**config.mk**
```make
export PLATFORM = sky130hd
export DESIGN_NAME = group_sort_descending_flat
export DESIGN_NICKNAME = d
export VERILOG_FILES = /design/src/rtl/gsd_pkg.sv /design/src/rtl/gsd_if.sv /design/src/rtl/gsd_cell.sv /design/src/rtl/gsd_ctrl.sv /design/src/rtl/group_sort_descending.sv /design/src/flat_wrapper.sv
export SDC_FILE = /design/constraint.sdc
export NUM_CORES = 1
export LEC_CHECK = 0
export BUFFER_PORTS_ARGS = -buffer_cell sky130_fd_sc_hd__buf_4
export CAP_MARGIN = 20
export CORE_MARGIN = 4
export CORE_UTILIZATION = 30
export DETAILED_ROUTE_END_ITERATION = 12
export PLACE_DENSITY = 0.46
export SETUP_SLACK_MARGIN = 0.15
export SLEW_MARGIN = 20
export SYNTH_ARGS = -nofsm -noshare
export SYNTH_HDL_FRONTEND = slang
export SYNTH_SLANG_ARGS = --single-unit
```
**constraint.sdc**
```tcl
create_clock -name clk -period 6.7 [get_ports clk]
set_clock_uncertainty 0.2 [all_clocks]
set_input_delay 0 -clock clk [delete_from_list [all_inputs] [get_ports clk]]
set_output_delay 0 -clock clk [all_outputs]
set_load 0.05 [all_outputs]
```
**src/rtl/gsd_pkg.sv**
```systemverilog
// Shared constants and types for the descending group sorter.
`default_nettype none
package gsd_pkg;

  localparam int GSD_CAPACITY = 13;
  localparam int KEY_W        = 8;

  typedef logic [KEY_W-1:0] key_t;

  // broadcast from control to every cell
  typedef struct packed {
    logic ins;
    logic shf;
    key_t key;
  } cell_ctl_t;

  typedef enum logic [1:0] {
    ST_LOAD = 2'b01,
    ST_EMIT = 2'b10
  } gsd_state_t;

endpackage
`default_nettype wire

```
**src/rtl/gsd_if.sv**
```systemverilog
// Word channel interfaces of the descending group sorter.
`default_nettype none
interface gsd_in_if;
  import gsd_pkg::*;
  logic valid;
  logic ready;
  key_t key_value;
  logic group_end;
  modport source (output valid, key_value, group_end, input ready);
  modport sink   (input valid, key_value, group_end, output ready);
endinterface

interface gsd_out_if;
  import gsd_pkg::*;
  logic valid;
  logic ready;
  key_t sorted_value;
  logic run_last;
  logic overflow_flag;
  modport source (output valid, sorted_value, run_last, overflow_flag, input ready);
  modport sink   (input valid, sorted_value, run_last, overflow_flag, output ready);
endinterface
`default_nettype wire

```
**src/rtl/gsd_cell.sv**
```systemverilog
// One sorter cell: holds a key, inserts or shifts with its neighbors.
`default_nettype none
module gsd_cell (
  input  wire logic              clk,
  input  wire gsd_pkg::cell_ctl_t ctl,
  input  wire logic              occ,
  input  wire logic              prev_ge,
  input  wire gsd_pkg::key_t     prev_val,
  input  wire gsd_pkg::key_t     next_val,
  output gsd_pkg::key_t          val,
  output logic                   ge
);
  import gsd_pkg::*;

  key_t val_r;
  key_t val_nxt;

  // held key stays ahead of an equal new key
  assign ge  = occ && (val_r >= ctl.key);
  assign val = val_r;

  always_comb begin
    val_nxt = val_r;
    if (ctl.ins) begin
      if (!ge) begin
        val_nxt = prev_ge ? ctl.key : prev_val;
      end
    end else if (ctl.shf) begin
      val_nxt = next_val;
    end
  end

  always_ff @(posedge clk) begin
    val_r <= val_nxt;
  end

endmodule
`default_nettype wire

```
**src/rtl/gsd_ctrl.sv**
```systemverilog
// Sorter control: fill count, overflow tracking and group emission.
`default_nettype none
module gsd_ctrl #(
  parameter int GROUP_CAPACITY = gsd_pkg::GSD_CAPACITY,
  localparam int CW = $clog2(GROUP_CAPACITY + 1)
) (
  input  wire logic               clk,
  input  wire logic               rst_n,
  input  wire logic               in_valid,
  input  wire gsd_pkg::key_t      in_key,
  input  wire logic               in_group_end,
  output logic                    in_ready,
  output logic                    out_valid,
  input  wire logic               out_ready,
  output logic                    run_last,
  output logic                    overflow_flag,
  output gsd_pkg::cell_ctl_t      ctl,
  output logic [CW-1:0]           fill
);
  import gsd_pkg::*;

  gsd_state_t    state_r, state_nxt;
  logic [CW-1:0] fill_r, fill_nxt;
  logic [CW-1:0] left_r, left_nxt;
  logic          ovf_r, ovf_nxt;
  logic          full;
  logic          acc;

  assign full          = (fill_r == CW'(GROUP_CAPACITY));
  assign in_ready      = (state_r == ST_LOAD);
  assign acc           = in_valid && in_ready;
  assign out_valid     = (state_r == ST_EMIT);
  assign run_last      = (left_r == CW'(1));
  assign overflow_flag = ovf_r;
  assign fill          = fill_r;

  assign ctl.ins = acc && !full;
  assign ctl.shf = out_valid && out_ready;
  assign ctl.key = in_key;

  always_comb begin
    state_nxt = state_r;
    fill_nxt  = fill_r;
    left_nxt  = left_r;
    ovf_nxt   = ovf_r;
    case (state_r)
      ST_LOAD: begin
        if (acc) begin
          if (full) begin
            ovf_nxt = 1'b1;
          end else begin
            fill_nxt = fill_r + CW'(1);
          end
          if (in_group_end) begin
            state_nxt = ST_EMIT;
            left_nxt  = full ? fill_r : fill_r + CW'(1);
          end
        end
      end
      ST_EMIT: begin
        if (out_ready) begin
          left_nxt = left_r - CW'(1);
          if (run_last) begin
            state_nxt = ST_LOAD;
            fill_nxt  = '0;
            ovf_nxt   = 1'b0;
          end
        end
      end
      default: begin
        state_nxt = ST_LOAD;
      end
    endcase
  end

  always_ff @(posedge clk) begin
    if (!rst_n) begin
      state_r <= ST_LOAD;
      fill_r  <= '0;
      left_r  <= '0;
      ovf_r   <= 1'b0;
    end else begin
      state_r <= state_nxt;
      fill_r  <= fill_nxt;
      left_r  <= left_nxt;
      ovf_r   <= ovf_nxt;
    end
  end

endmodule
`default_nettype wire

```
**src/rtl/group_sort_descending.sv**
```systemverilog
// Top level: grouped insertion sort, largest key first, on a row of cells.
// A key is inserted in the cycle it is accepted if a cell is free, one word
// per cycle; input stalls while a group streams out. Results start the cycle
// after the group's last word, one word per cycle while out_ready is high.
// Reset clears fill count, overflow and control; cell contents are not reset.
`default_nettype none
module group_sort_descending #(
  parameter int GROUP_CAPACITY = gsd_pkg::GSD_CAPACITY
) (
  input wire logic  clk,
  input wire logic  rst_n,
  gsd_in_if.sink    in_word,
  gsd_out_if.source out_word
);
  import gsd_pkg::*;

  localparam int CW = $clog2(GROUP_CAPACITY + 1);

  cell_ctl_t     ctl;
  logic [CW-1:0] fill;
  key_t          val [GROUP_CAPACITY];
  logic          ge  [GROUP_CAPACITY];

  gsd_ctrl #(.GROUP_CAPACITY(GROUP_CAPACITY)) u_ctrl (
    .clk          (clk),
    .rst_n        (rst_n),
    .in_valid     (in_word.valid),
    .in_key       (in_word.key_value),
    .in_group_end (in_word.group_end),
    .in_ready     (in_word.ready),
    .out_valid    (out_word.valid),
    .out_ready    (out_word.ready),
    .run_last     (out_word.run_last),
    .overflow_flag(out_word.overflow_flag),
    .ctl          (ctl),
    .fill         (fill)
  );

  for (genvar i = 0; i < GROUP_CAPACITY; i++) begin : g_cell
    logic occ;
    logic p_ge;
    key_t p_val;
    key_t n_val;

    assign occ = (fill > CW'(i));
    if (i == 0) begin : g_first
      assign p_ge  = 1'b1;
      assign p_val = ctl.key;
    end else begin : g_mid
      assign p_ge  = ge[i-1];
      assign p_val = val[i-1];
    end
    if (i == GROUP_CAPACITY - 1) begin : g_tail
      assign n_val = val[i];
    end else begin : g_next
      assign n_val = val[i+1];
    end

    gsd_cell u_cell (
      .clk     (clk),
      .ctl     (ctl),
      .occ     (occ),
      .prev_ge (p_ge),
      .prev_val(p_val),
      .next_val(n_val),
      .val     (val[i]),
      .ge      (ge[i])
    );
  end

  assign out_word.sorted_value = val[0];

endmodule
`default_nettype wire
```
**src/flat_wrapper.sv**
```systemverilog
// flat-port wrapper written by rule: the top's interface ports become plain ports
module group_sort_descending_flat import gsd_pkg::*;
#(
  parameter int GROUP_CAPACITY = gsd_pkg::GSD_CAPACITY
)
  (clk, rst_n, in_word_valid, in_word_key_value, in_word_group_end, in_word_ready, out_word_valid, out_word_sorted_value, out_word_run_last, out_word_overflow_flag, out_word_ready);
  gsd_in_if in_word_i ();
  gsd_out_if out_word_i ();
  input wire logic clk;
  input wire logic rst_n;
  input wire logic [$bits(in_word_i.valid)-1:0] in_word_valid;
  input wire logic [$bits(in_word_i.key_value)-1:0] in_word_key_value;
  input wire logic [$bits(in_word_i.group_end)-1:0] in_word_group_end;
  output wire logic [$bits(in_word_i.ready)-1:0] in_word_ready;
  output wire logic [$bits(out_word_i.valid)-1:0] out_word_valid;
  output wire logic [$bits(out_word_i.sorted_value)-1:0] out_word_sorted_value;
  output wire logic [$bits(out_word_i.run_last)-1:0] out_word_run_last;
  output wire logic [$bits(out_word_i.overflow_flag)-1:0] out_word_overflow_flag;
  input wire logic [$bits(out_word_i.ready)-1:0] out_word_ready;
  assign in_word_i.valid = in_word_valid;
  assign in_word_i.key_value = in_word_key_value;
  assign in_word_i.group_end = in_word_group_end;
  assign in_word_ready = in_word_i.ready;
  assign out_word_valid = out_word_i.valid;
  assign out_word_sorted_value = out_word_i.sorted_value;
  assign out_word_run_last = out_word_i.run_last;
  assign out_word_overflow_flag = out_word_i.overflow_flag;
  assign out_word_i.ready = out_word_ready;
  group_sort_descending #(.GROUP_CAPACITY(GROUP_CAPACITY)) u_core (.clk(clk), .rst_n(rst_n), .in_word(in_word_i), .out_word(out_word_i));
endmodule
```
-- Word-level counts from Yosys, hierarchy flattened
Index checks and enable logic that the tools add are counted.
- bits in registers: 115
- bits in latches: 0
- memory bits (writable): 0
- memory bits (read-only): 0
- output and inout port bits: 12
- word-level logic and storage cells: 170
- memories: 0
- add/sub/neg operators: 2
- multipliers: 0
- divide/modulo/power cells: 0
- magnitude comparators: 26
- equal/unequal tests: 21
- shift operators: 0
- multiplexer cells: 67
- bitwise gates (word level): 1
- reduce and logical (&&, ||, !) cells: 36
- operators with widths (operator ; number):
    $mux W8 ; 48
    $ge A8 B8 Y1 ; 13
    $ne A2 B2 Y1 const B ; 15
    $mux W4 ; 7
    $reduce_and A2 Y1 ; 13
    $gt A4 B4 Y1 const B ; 5
    $gt A4 B3 Y1 const B ; 4
    $logic_and A1 B1 Y1 ; 16
    $pmux W4 S2 ; 2
    $reduce_and A4 Y1 ; 3
    $gt A4 B1 Y1 const B ; 2
    $gt A4 B2 Y1 const B ; 2
    $mux W2 ; 4
    $reduce_and A5 Y1 ; 1
    $add A4 B1 Y4 const B ; 1
    $eq A4 B1 Y1 const B ; 1
    $eq A4 B4 Y1 const B ; 1
    $mux W1 ; 4
    $ne A2 B1 Y1 const B ; 2
    $pmux W2 S2 ; 1
    $reduce_bool A2 Y1 ; 2
    $sub A4 B1 Y4 const B ; 1
    $eq A2 B1 Y1 const B ; 1
    $eq A2 B2 Y1 const B ; 1
    3 further kinds ; 3

-- Logic depth before layout (Yosys ltp)
- depth in word-level cells: 5
- depth in mapped cells: 9

-- Modules after synthesis
From an unflattened synthesis, not the netlist that was laid out.
- cell total of the unflattened synthesis: 944
- area, all modules: 9276.4 um2
- by module, submodules not included (module ; instances ; cells each ; area an instance (um2) ; seq. area each (um2)):
    gsd_cell ; 13 ; 64 ; 646.9 ; 240.2
    gsd_ctrl ; 1 ; 90 ; 734.5 ; 220.2
    group_sort_descending ; 1 ; 22 ; 132.6 ; 0.0

-- Least setup slack after synthesis
Ideal clock, no wire load.
- path kind: reg-to-reg
- start point: register u_core.u_ctrl.left_r[0]
- end point: register u_core.u_ctrl.fill_r[1] (netlist: u_core.u_ctrl.fill[1])
- data arrival time: 2590 ps
- required time: 6384 ps
- path slack: 3794 ps
- cell stages (with the launch flop): 7
- buffers on the path: 0
- path through: dfxtp_1 > ha_1 > nor3b_1 > o22ai_1 > a21oi_2 > mux2i_1 > nor2b_1
- word-level cells in the longest chain between the ends: 3
- RTL lines (what ; RTL line ; source):
    start: declaration ; gsd_ctrl.sv:24 ; logic [CW-1:0] left_r, left_nxt;
    start signal: assignment ; gsd_ctrl.sv:85 ; left_r <= left_nxt;
    $eq A4 B1 Y1 ; gsd_ctrl.sv:33 ; assign run_last = (left_r == CW'(1));
    named net out_word_run_last ; flat_wrapper.sv:17 ; output wire logic [$bits(out_word_i.run_last)-1:0] out_word_run_last;
    $ne A2 B2 Y1 (no line) ; n/a ;
    $reduce_and A4 Y1 (no line) ; n/a ;
    end signal: assignment ; gsd_ctrl.sv:84 ; fill_r <= fill_nxt;
    end: declaration ; gsd_ctrl.sv:23 ; logic [CW-1:0] fill_r, fill_nxt;
The timed path passes the listed nets, and every way through them passes these cells.
A chain may end at the register's enable or synchronous reset.

-- Worst setup path after layout
- start point: register u_core.u_ctrl.fill_r[2] (netlist: u_core.u_ctrl.fill[2])
- end point: register u_core.g_cell[8].u_cell.val_r[7], data pin
- word-level cells in the longest chain between the ends: 5
- elaborated cells between the ends (all ways): 8
- RTL lines (what ; RTL line ; source):
    $gt A4 B3 Y1 ; group_sort_descending.sv:45 ; assign occ = (fill > CW'(i));
    $logic_and A1 B1 Y1 ; gsd_cell.sv:19 ; assign ge = occ && (val_r >= ctl.key);
    $mux W8 ; gsd_cell.sv:26 ; val_nxt = prev_ge ? ctl.key : prev_val;
    $mux W8 ; gsd_cell.sv:25 ; if (!ge) begin
    $mux W8 (*) ; gsd_cell.sv:24 ; if (ctl.ins) begin
    named net u_core.g_cell[8].u_cell.val_nxt[7] ; gsd_cell.sv:16 ; key_t val_nxt;
    end signal: assignment ; gsd_cell.sv:34 ; val_r <= val_nxt;
    end: declaration ; gsd_cell.sv:15 ; key_t val_r;
The timed path passes the listed nets; every way through them passes the cells marked *. The select of a mux whose other input is x is not followed.

==> flow_summary.html <==
<table>
<tr><th>Metric</th><th>Value</th></tr>
<tr><th colspan="2">Routing</th></tr>
<tr><td>Detail-routed net length per standard cell</td><td>roughly 22 um</td></tr>
<tr><td>Vias post-DR</td><td>slightly above 7000</td></tr>
<tr><td>First-pass iteration count of the detailed router</td><td>5</td></tr>
<tr><td>DRT Wirelength</td><td>roughly 28 mm</td></tr>
<tr><td>Number of vias per cell after detailed routing</td><td>between 5 and 6</td></tr>
<tr><td>Count of unresolved DRC violations after routing</td><td>0</td></tr>
<tr><td>Iteration-0 DRC Markers</td><td>a little under 600</td></tr>
<tr><td>Post-route antenna net violation count</td><td>0</td></tr>
<tr><th colspan="2">Worst setup path</th></tr>
<tr><td>Startpoint of the worst-slack reg-to-reg timing path</td><td>u_core.u_ctrl.fill[2]</td></tr>
<tr><td>Data arrival time of the critical path</td><td>between 3000 and 4000 ps</td></tr>
<tr><td>Worst-case register-to-register setup slack</td><td>3300 ps</td></tr>
<tr><td>End of the worst register-to-register path</td><td>u_core.g_cell[8].u_cell.val[7]</td></tr>
<tr><td>Worst R2R Path Depth</td><td>6</td></tr>
<tr><td>Required time worst endpoint</td><td>6670 ps</td></tr>
<tr><td>Startpoint type of the worst setup path</td><td>flip-flop</td></tr>
<tr><td>Crit path max fanout</td><td>67</td></tr>
<tr><td>Critical Path Sink Type</td><td>flip-flop</td></tr>
<tr><td>Category of the most critical setup path</td><td>flip-flop to flip-flop</td></tr>
<tr><td>Worst setup startpoint</td><td>u_core.u_ctrl.fill[2]</td></tr>
<tr><th colspan="2">Cells and area</th></tr>
<tr><td>Total inserted antenna cells</td><td>0</td></tr>
<tr><td>Fillcell total</td><td>slightly below 3000</td></tr>
<tr><td>Layout Nets</td><td>slightly above 1000</td></tr>
<tr><td>Fraction of layout instances using a drive strength above 1</td><td>0.0945</td></tr>
<tr><td>Core occupancy in the finished layout</td><td>0.348</td></tr>
<tr><td>Sequential Area</td><td>between 0.003 and 0.004 mm^2</td></tr>
<tr><td>Commonest non-fill, non-tap cell in the layout</td><td>sky130_fd_sc_hd__nand3_1</td></tr>
<tr><td>Area growth from synthesis to layout</td><td>14.0%</td></tr>
<tr><td>Most frequent cells in the layout</td><td>sky130_fd_sc_hd__nand3_1 (135), sky130_fd_sc_hd__ha_1 (110), sky130_fd_sc_hd__nand2_1 (104), sky130_fd_sc_hd__edfxtp_1 (104), sky130_fd_sc_hd__o211ai_1 (82)</td></tr>
<tr><td>Final Cell Area</td><td>slightly below 0.01 mm^2</td></tr>
<tr><td>Multi-input logic area</td><td>between 0.004 and 0.005 mm^2</td></tr>
<tr><th colspan="2">Worst hold path</th></tr>
<tr><td>Min-Delay Path Depth</td><td>3</td></tr>
<tr><td>Worst min-delay path category</td><td>primary input to flip-flop</td></tr>
<tr><td>Hold-critical path endpoint</td><td>u_core.u_ctrl.fill[1]</td></tr>
<tr><td>Hold path startpoint</td><td>rst_n</td></tr>
<tr><th colspan="2">CTS</th></tr>
<tr><td>Number of hold buffers added after cts</td><td>13</td></tr>
<tr><td>Buffer depth of the longest clock path</td><td>2</td></tr>
<tr><td>Number of sinks handled by clock tree synthesis</td><td>115</td></tr>
<tr><td>TritonCTS clock tree</td><td>built</td></tr>
<tr><td>CTS buffer count</td><td>17</td></tr>
<tr><td>Cell at the root of the clock tree</td><td>sky130_fd_sc_hd__clkbuf_16</td></tr>
<tr><td>Buffer count from post-CTS setup fixing</td><td>0</td></tr>
<tr><td>Later-pin clock latency in the skew report</td><td>~420 ps</td></tr>
<tr><td>Register clock-pin slew on the reported worst setup and hold paths</td><td>~60 ps</td></tr>
<tr><td>CTS H-tree lvls</td><td>4</td></tr>
<tr><td>CTS-repair resized insts</td><td>0</td></tr>
<tr><th colspan="2">Floorplan</th></tr>
<tr><td>Chip Width</td><td>177 um</td></tr>
<tr><td>Number of rows created at floorplan</td><td>61</td></tr>
<tr><td>Ports placed on the boundary</td><td>25</td></tr>
<tr><td>Placeable core area</td><td>0.0279 mm^2</td></tr>
<tr><td>Total Die Area</td><td>approximately 0.031 mm^2</td></tr>
<tr><td>Vertical extent of the die</td><td>approximately 180 um</td></tr>
<tr><td>Effective utilization at floorplan</td><td>0.305</td></tr>
<tr><th colspan="2">GRT</th></tr>
<tr><td>Number of antenna violations at the first check in global routing</td><td>0</td></tr>
<tr><td>Largest net degree at the start of global routing</td><td>a little under 70</td></tr>
<tr><td>Total routing resource utilization after global routing</td><td>0.181</td></tr>
<tr><td>GRT Residual Overflow</td><td>0</td></tr>
<tr><td>Number of global-route vias before repair</td><td>just under 7000</td></tr>
<tr><td>First-pass GRT wire length</td><td>43.0 mm</td></tr>
<tr><th colspan="2">Timing</th></tr>
<tr><td>Max-slew violation count</td><td>0</td></tr>
<tr><td>Number of endpoints with negative hold slack in the final report</td><td>0</td></tr>
<tr><td>Unrepaired setup endpoints after global routing</td><td>false</td></tr>
<tr><td>Final critical path time including I/O delays and setup</td><td>about 3400 ps</td></tr>
<tr><td>Final count of negative-setup-slack endpoints</td><td>0</td></tr>
<tr><td>Summed negative setup slack over all endpoints</td><td>0 ps</td></tr>
<tr><td>Slew at the pin with the worst max-slew slack</td><td>1060 ps</td></tr>
<tr><td>Period utilisation layout</td><td>0.507</td></tr>
<tr><td>Final WS setup</td><td>around 3300 ps</td></tr>
<tr><td>Timing-limited maximum frequency</td><td>0.294 GHz</td></tr>
<tr><td>Headroom to the max-slew limit</td><td>0.290</td></tr>
<tr><th colspan="2">Synth</th></tr>
<tr><td>Mean instance size in the synthesized netlist</td><td>about 9.7 um^2</td></tr>
<tr><td>Cell area after synthesis</td><td>around 0.0085 mm^2</td></tr>
<tr><td>Seq/Total Area, Yosys</td><td>0.392</td></tr>
<tr><td>#FFs+latches synth</td><td>115</td></tr>
<tr><td>Total nets after synthesis</td><td>1004</td></tr>
<tr><td>Async set-reset flop share out of synthesis</td><td>0</td></tr>
<tr><td>Number of warning messages in the yosys log</td><td>0</td></tr>
<tr><td>Dominant synthesized flop cell</td><td>sky130_fd_sc_hd__edfxtp_1</td></tr>
<tr><td>Cells after Synth</td><td>approximately 880</td></tr>
<tr><td>EDFF count, synth</td><td>104</td></tr>
<tr><td>Count of cell types in the netlist</td><td>53</td></tr>
<tr><th colspan="2">Placement</th></tr>
<tr><td>Placed instance area</td><td>0.00900 mm^2</td></tr>
<tr><td>Half-perimeter wire length after placement</td><td>between 15 and 20 mm</td></tr>
<tr><td>Worst setup slack after placement</td><td>about 3300 ps</td></tr>
<tr><td>Gpl congestion</td><td>around 0.8</td></tr>
<tr><td>Count of buffers inserted at the top-level ports</td><td>24</td></tr>
<tr><th colspan="2">Power and ir drop</th></tr>
<tr><td>Maximum VDD drop</td><td>approximately 0.00017 V</td></tr>
<tr><td>Leakage power total</td><td>3.91 nW</td></tr>
<tr><td>Power density over the cells</td><td>about 250 mW/mm^2</td></tr>
<tr><th colspan="2">Outcome</th></tr>
<tr><td>Run status</td><td>completed</td></tr>
<tr><th colspan="2">Job</th></tr>
<tr><td>Max-capacitance violation count</td><td>0</td></tr>
</table>
## state kept, by name, indices dropped and copies added (netlist names)
signal                       count
u_core.u_ctrl.overflow_flag      1
u_core.u_ctrl.fill               4
u_core.g_cell.u_cell.val       104
u_core.u_ctrl.state_r            2
u_core.u_ctrl.left_r             4
## power breakdown
| group | internal, mW | switching, mW |
|---|---|---|
| Combinational | 0.193 | 0.361 |
| Clock | 0.572 | 0.338 |
| Sequential | 0.891 | 0.0803 |
| Total | 1.66 | 0.780 |
## per-layer routing
metal / wire, um / track usage / share of wire / up-vias
met1: 13700 / 0.265 / 0.49 / 3461
met5: 0 / 0 / 0 / -
li1: - / - / - / 3430
met3: 1090 / 0.0257 / 0.039 / 27
met2: 12800 / 0.281 / 0.46 / 186
met4: 414 / 0.0451 / 0.015 / 0
## synth_stat cells, types with 4 or more instances
cell                        count  area share
sky130_fd_sc_hd__nand3_1      135       0.079
sky130_fd_sc_hd__ha_1         110        0.16
sky130_fd_sc_hd__edfxtp_1     104        0.37
sky130_fd_sc_hd__nand2_1      104       0.046
sky130_fd_sc_hd__o211ai_1      82       0.072
sky130_fd_sc_hd__inv_1         30       0.013
sky130_fd_sc_hd__nor2_1        30       0.013
sky130_fd_sc_hd__a21o_1        24       0.021
sky130_fd_sc_hd__o21ai_0       23       0.014
sky130_fd_sc_hd__clkbuf_1      20      0.0088
sky130_fd_sc_hd__a21oi_1       14      0.0082
sky130_fd_sc_hd__a221o_1       14       0.016
sky130_fd_sc_hd__buf_2         14      0.0082
sky130_fd_sc_hd__nand2b_1      14       0.010
sky130_fd_sc_hd__o21ai_1       13      0.0076
sky130_fd_sc_hd__and2_1        12      0.0088
sky130_fd_sc_hd__o21a_1        12       0.011
sky130_fd_sc_hd__dfxtp_1       11       0.026
sky130_fd_sc_hd__a221oi_1      10       0.010
sky130_fd_sc_hd__o2111ai_1     10       0.010
sky130_fd_sc_hd__a211o_1        9      0.0092
sky130_fd_sc_hd__a31oi_1        9      0.0066
sky130_fd_sc_hd__buf_4          8      0.0070
sky130_fd_sc_hd__mux2_2         8       0.011
sky130_fd_sc_hd__nor2_2         5      0.0037
sky130_fd_sc_hd__nor3_1         5      0.0029
sky130_fd_sc_hd__a21boi_0       4      0.0035
sky130_fd_sc_hd__buf_1          4      0.0018
sky130_fd_sc_hd__mux2i_1        4      0.0047
sky130_fd_sc_hd__nor3b_1        4      0.0035
## stage by stage
| step | power [mW] | cells | hold slack [ps] |
|---|---|---|---|
| floorplan | 1.35 | 881 | 19.9 |
| global placement | 1.53 | 1243 | 111 |
| detailed placement | 1.53 | 1243 | 117 |
| CTS | 2.45 | 1288 | 210 |
| global route | 2.56 | 1288 | 246 |
| finish | 2.44 | 1288 | 229 |
## cell families (layout without fill, tap and decap cells)
group / after synthesis / in the layout / synth area share
flip-flops: 115 / 115 / 0.392
AO/OA/AOI/OAI: 237 / 237 / 0.204
AND/OR/NAND/NOR: 324 / 324 / 0.181
multiplexers: 12 / 12 / 0.0153
adder cells (fa/ha/maj): 110 / 110 / 0.161
XOR/XNOR: 2 / 2 / 0.00205
buffers and inverters: 81 / 110 / 0.0439
## area by class of cell
type                       count  share of cell area
multi-input combinational    685               0.496
tap                          378              0.0487
clock inverter                 8             0.00708
timing repair buffer          46              0.0389
sequential                   115               0.344
clock buffer                  24              0.0529
inverter                      32              0.0124
## how the worst max path moves through the flow
stage	endpoint	depth (start not counted)
floorplan	u_core.u_ctrl.fill[1]	6
global placement	u_core.g_cell[7].u_cell.val[4]	6
detailed placement	u_core.g_cell[8].u_cell.val[7]	6
CTS	u_core.g_cell[8].u_cell.val[7]	6
global route	u_core.g_cell[8].u_cell.val[7]	6
finish	u_core.g_cell[8].u_cell.val[7]	6
## critical path, cell delays in order, from the launching register on
cell and delay, ps:
sky130_fd_sc_hd__dfxtp_1 750, sky130_fd_sc_hd__nand3_4 240, sky130_fd_sc_hd__nand3_4 380, sky130_fd_sc_hd__buf_4 670, sky130_fd_sc_hd__nor2_1 300, sky130_fd_sc_hd__buf_4 270
sky130_fd_sc_hd__a221o_1 330
Note: power is estimated with default switching activity, not from simulation.
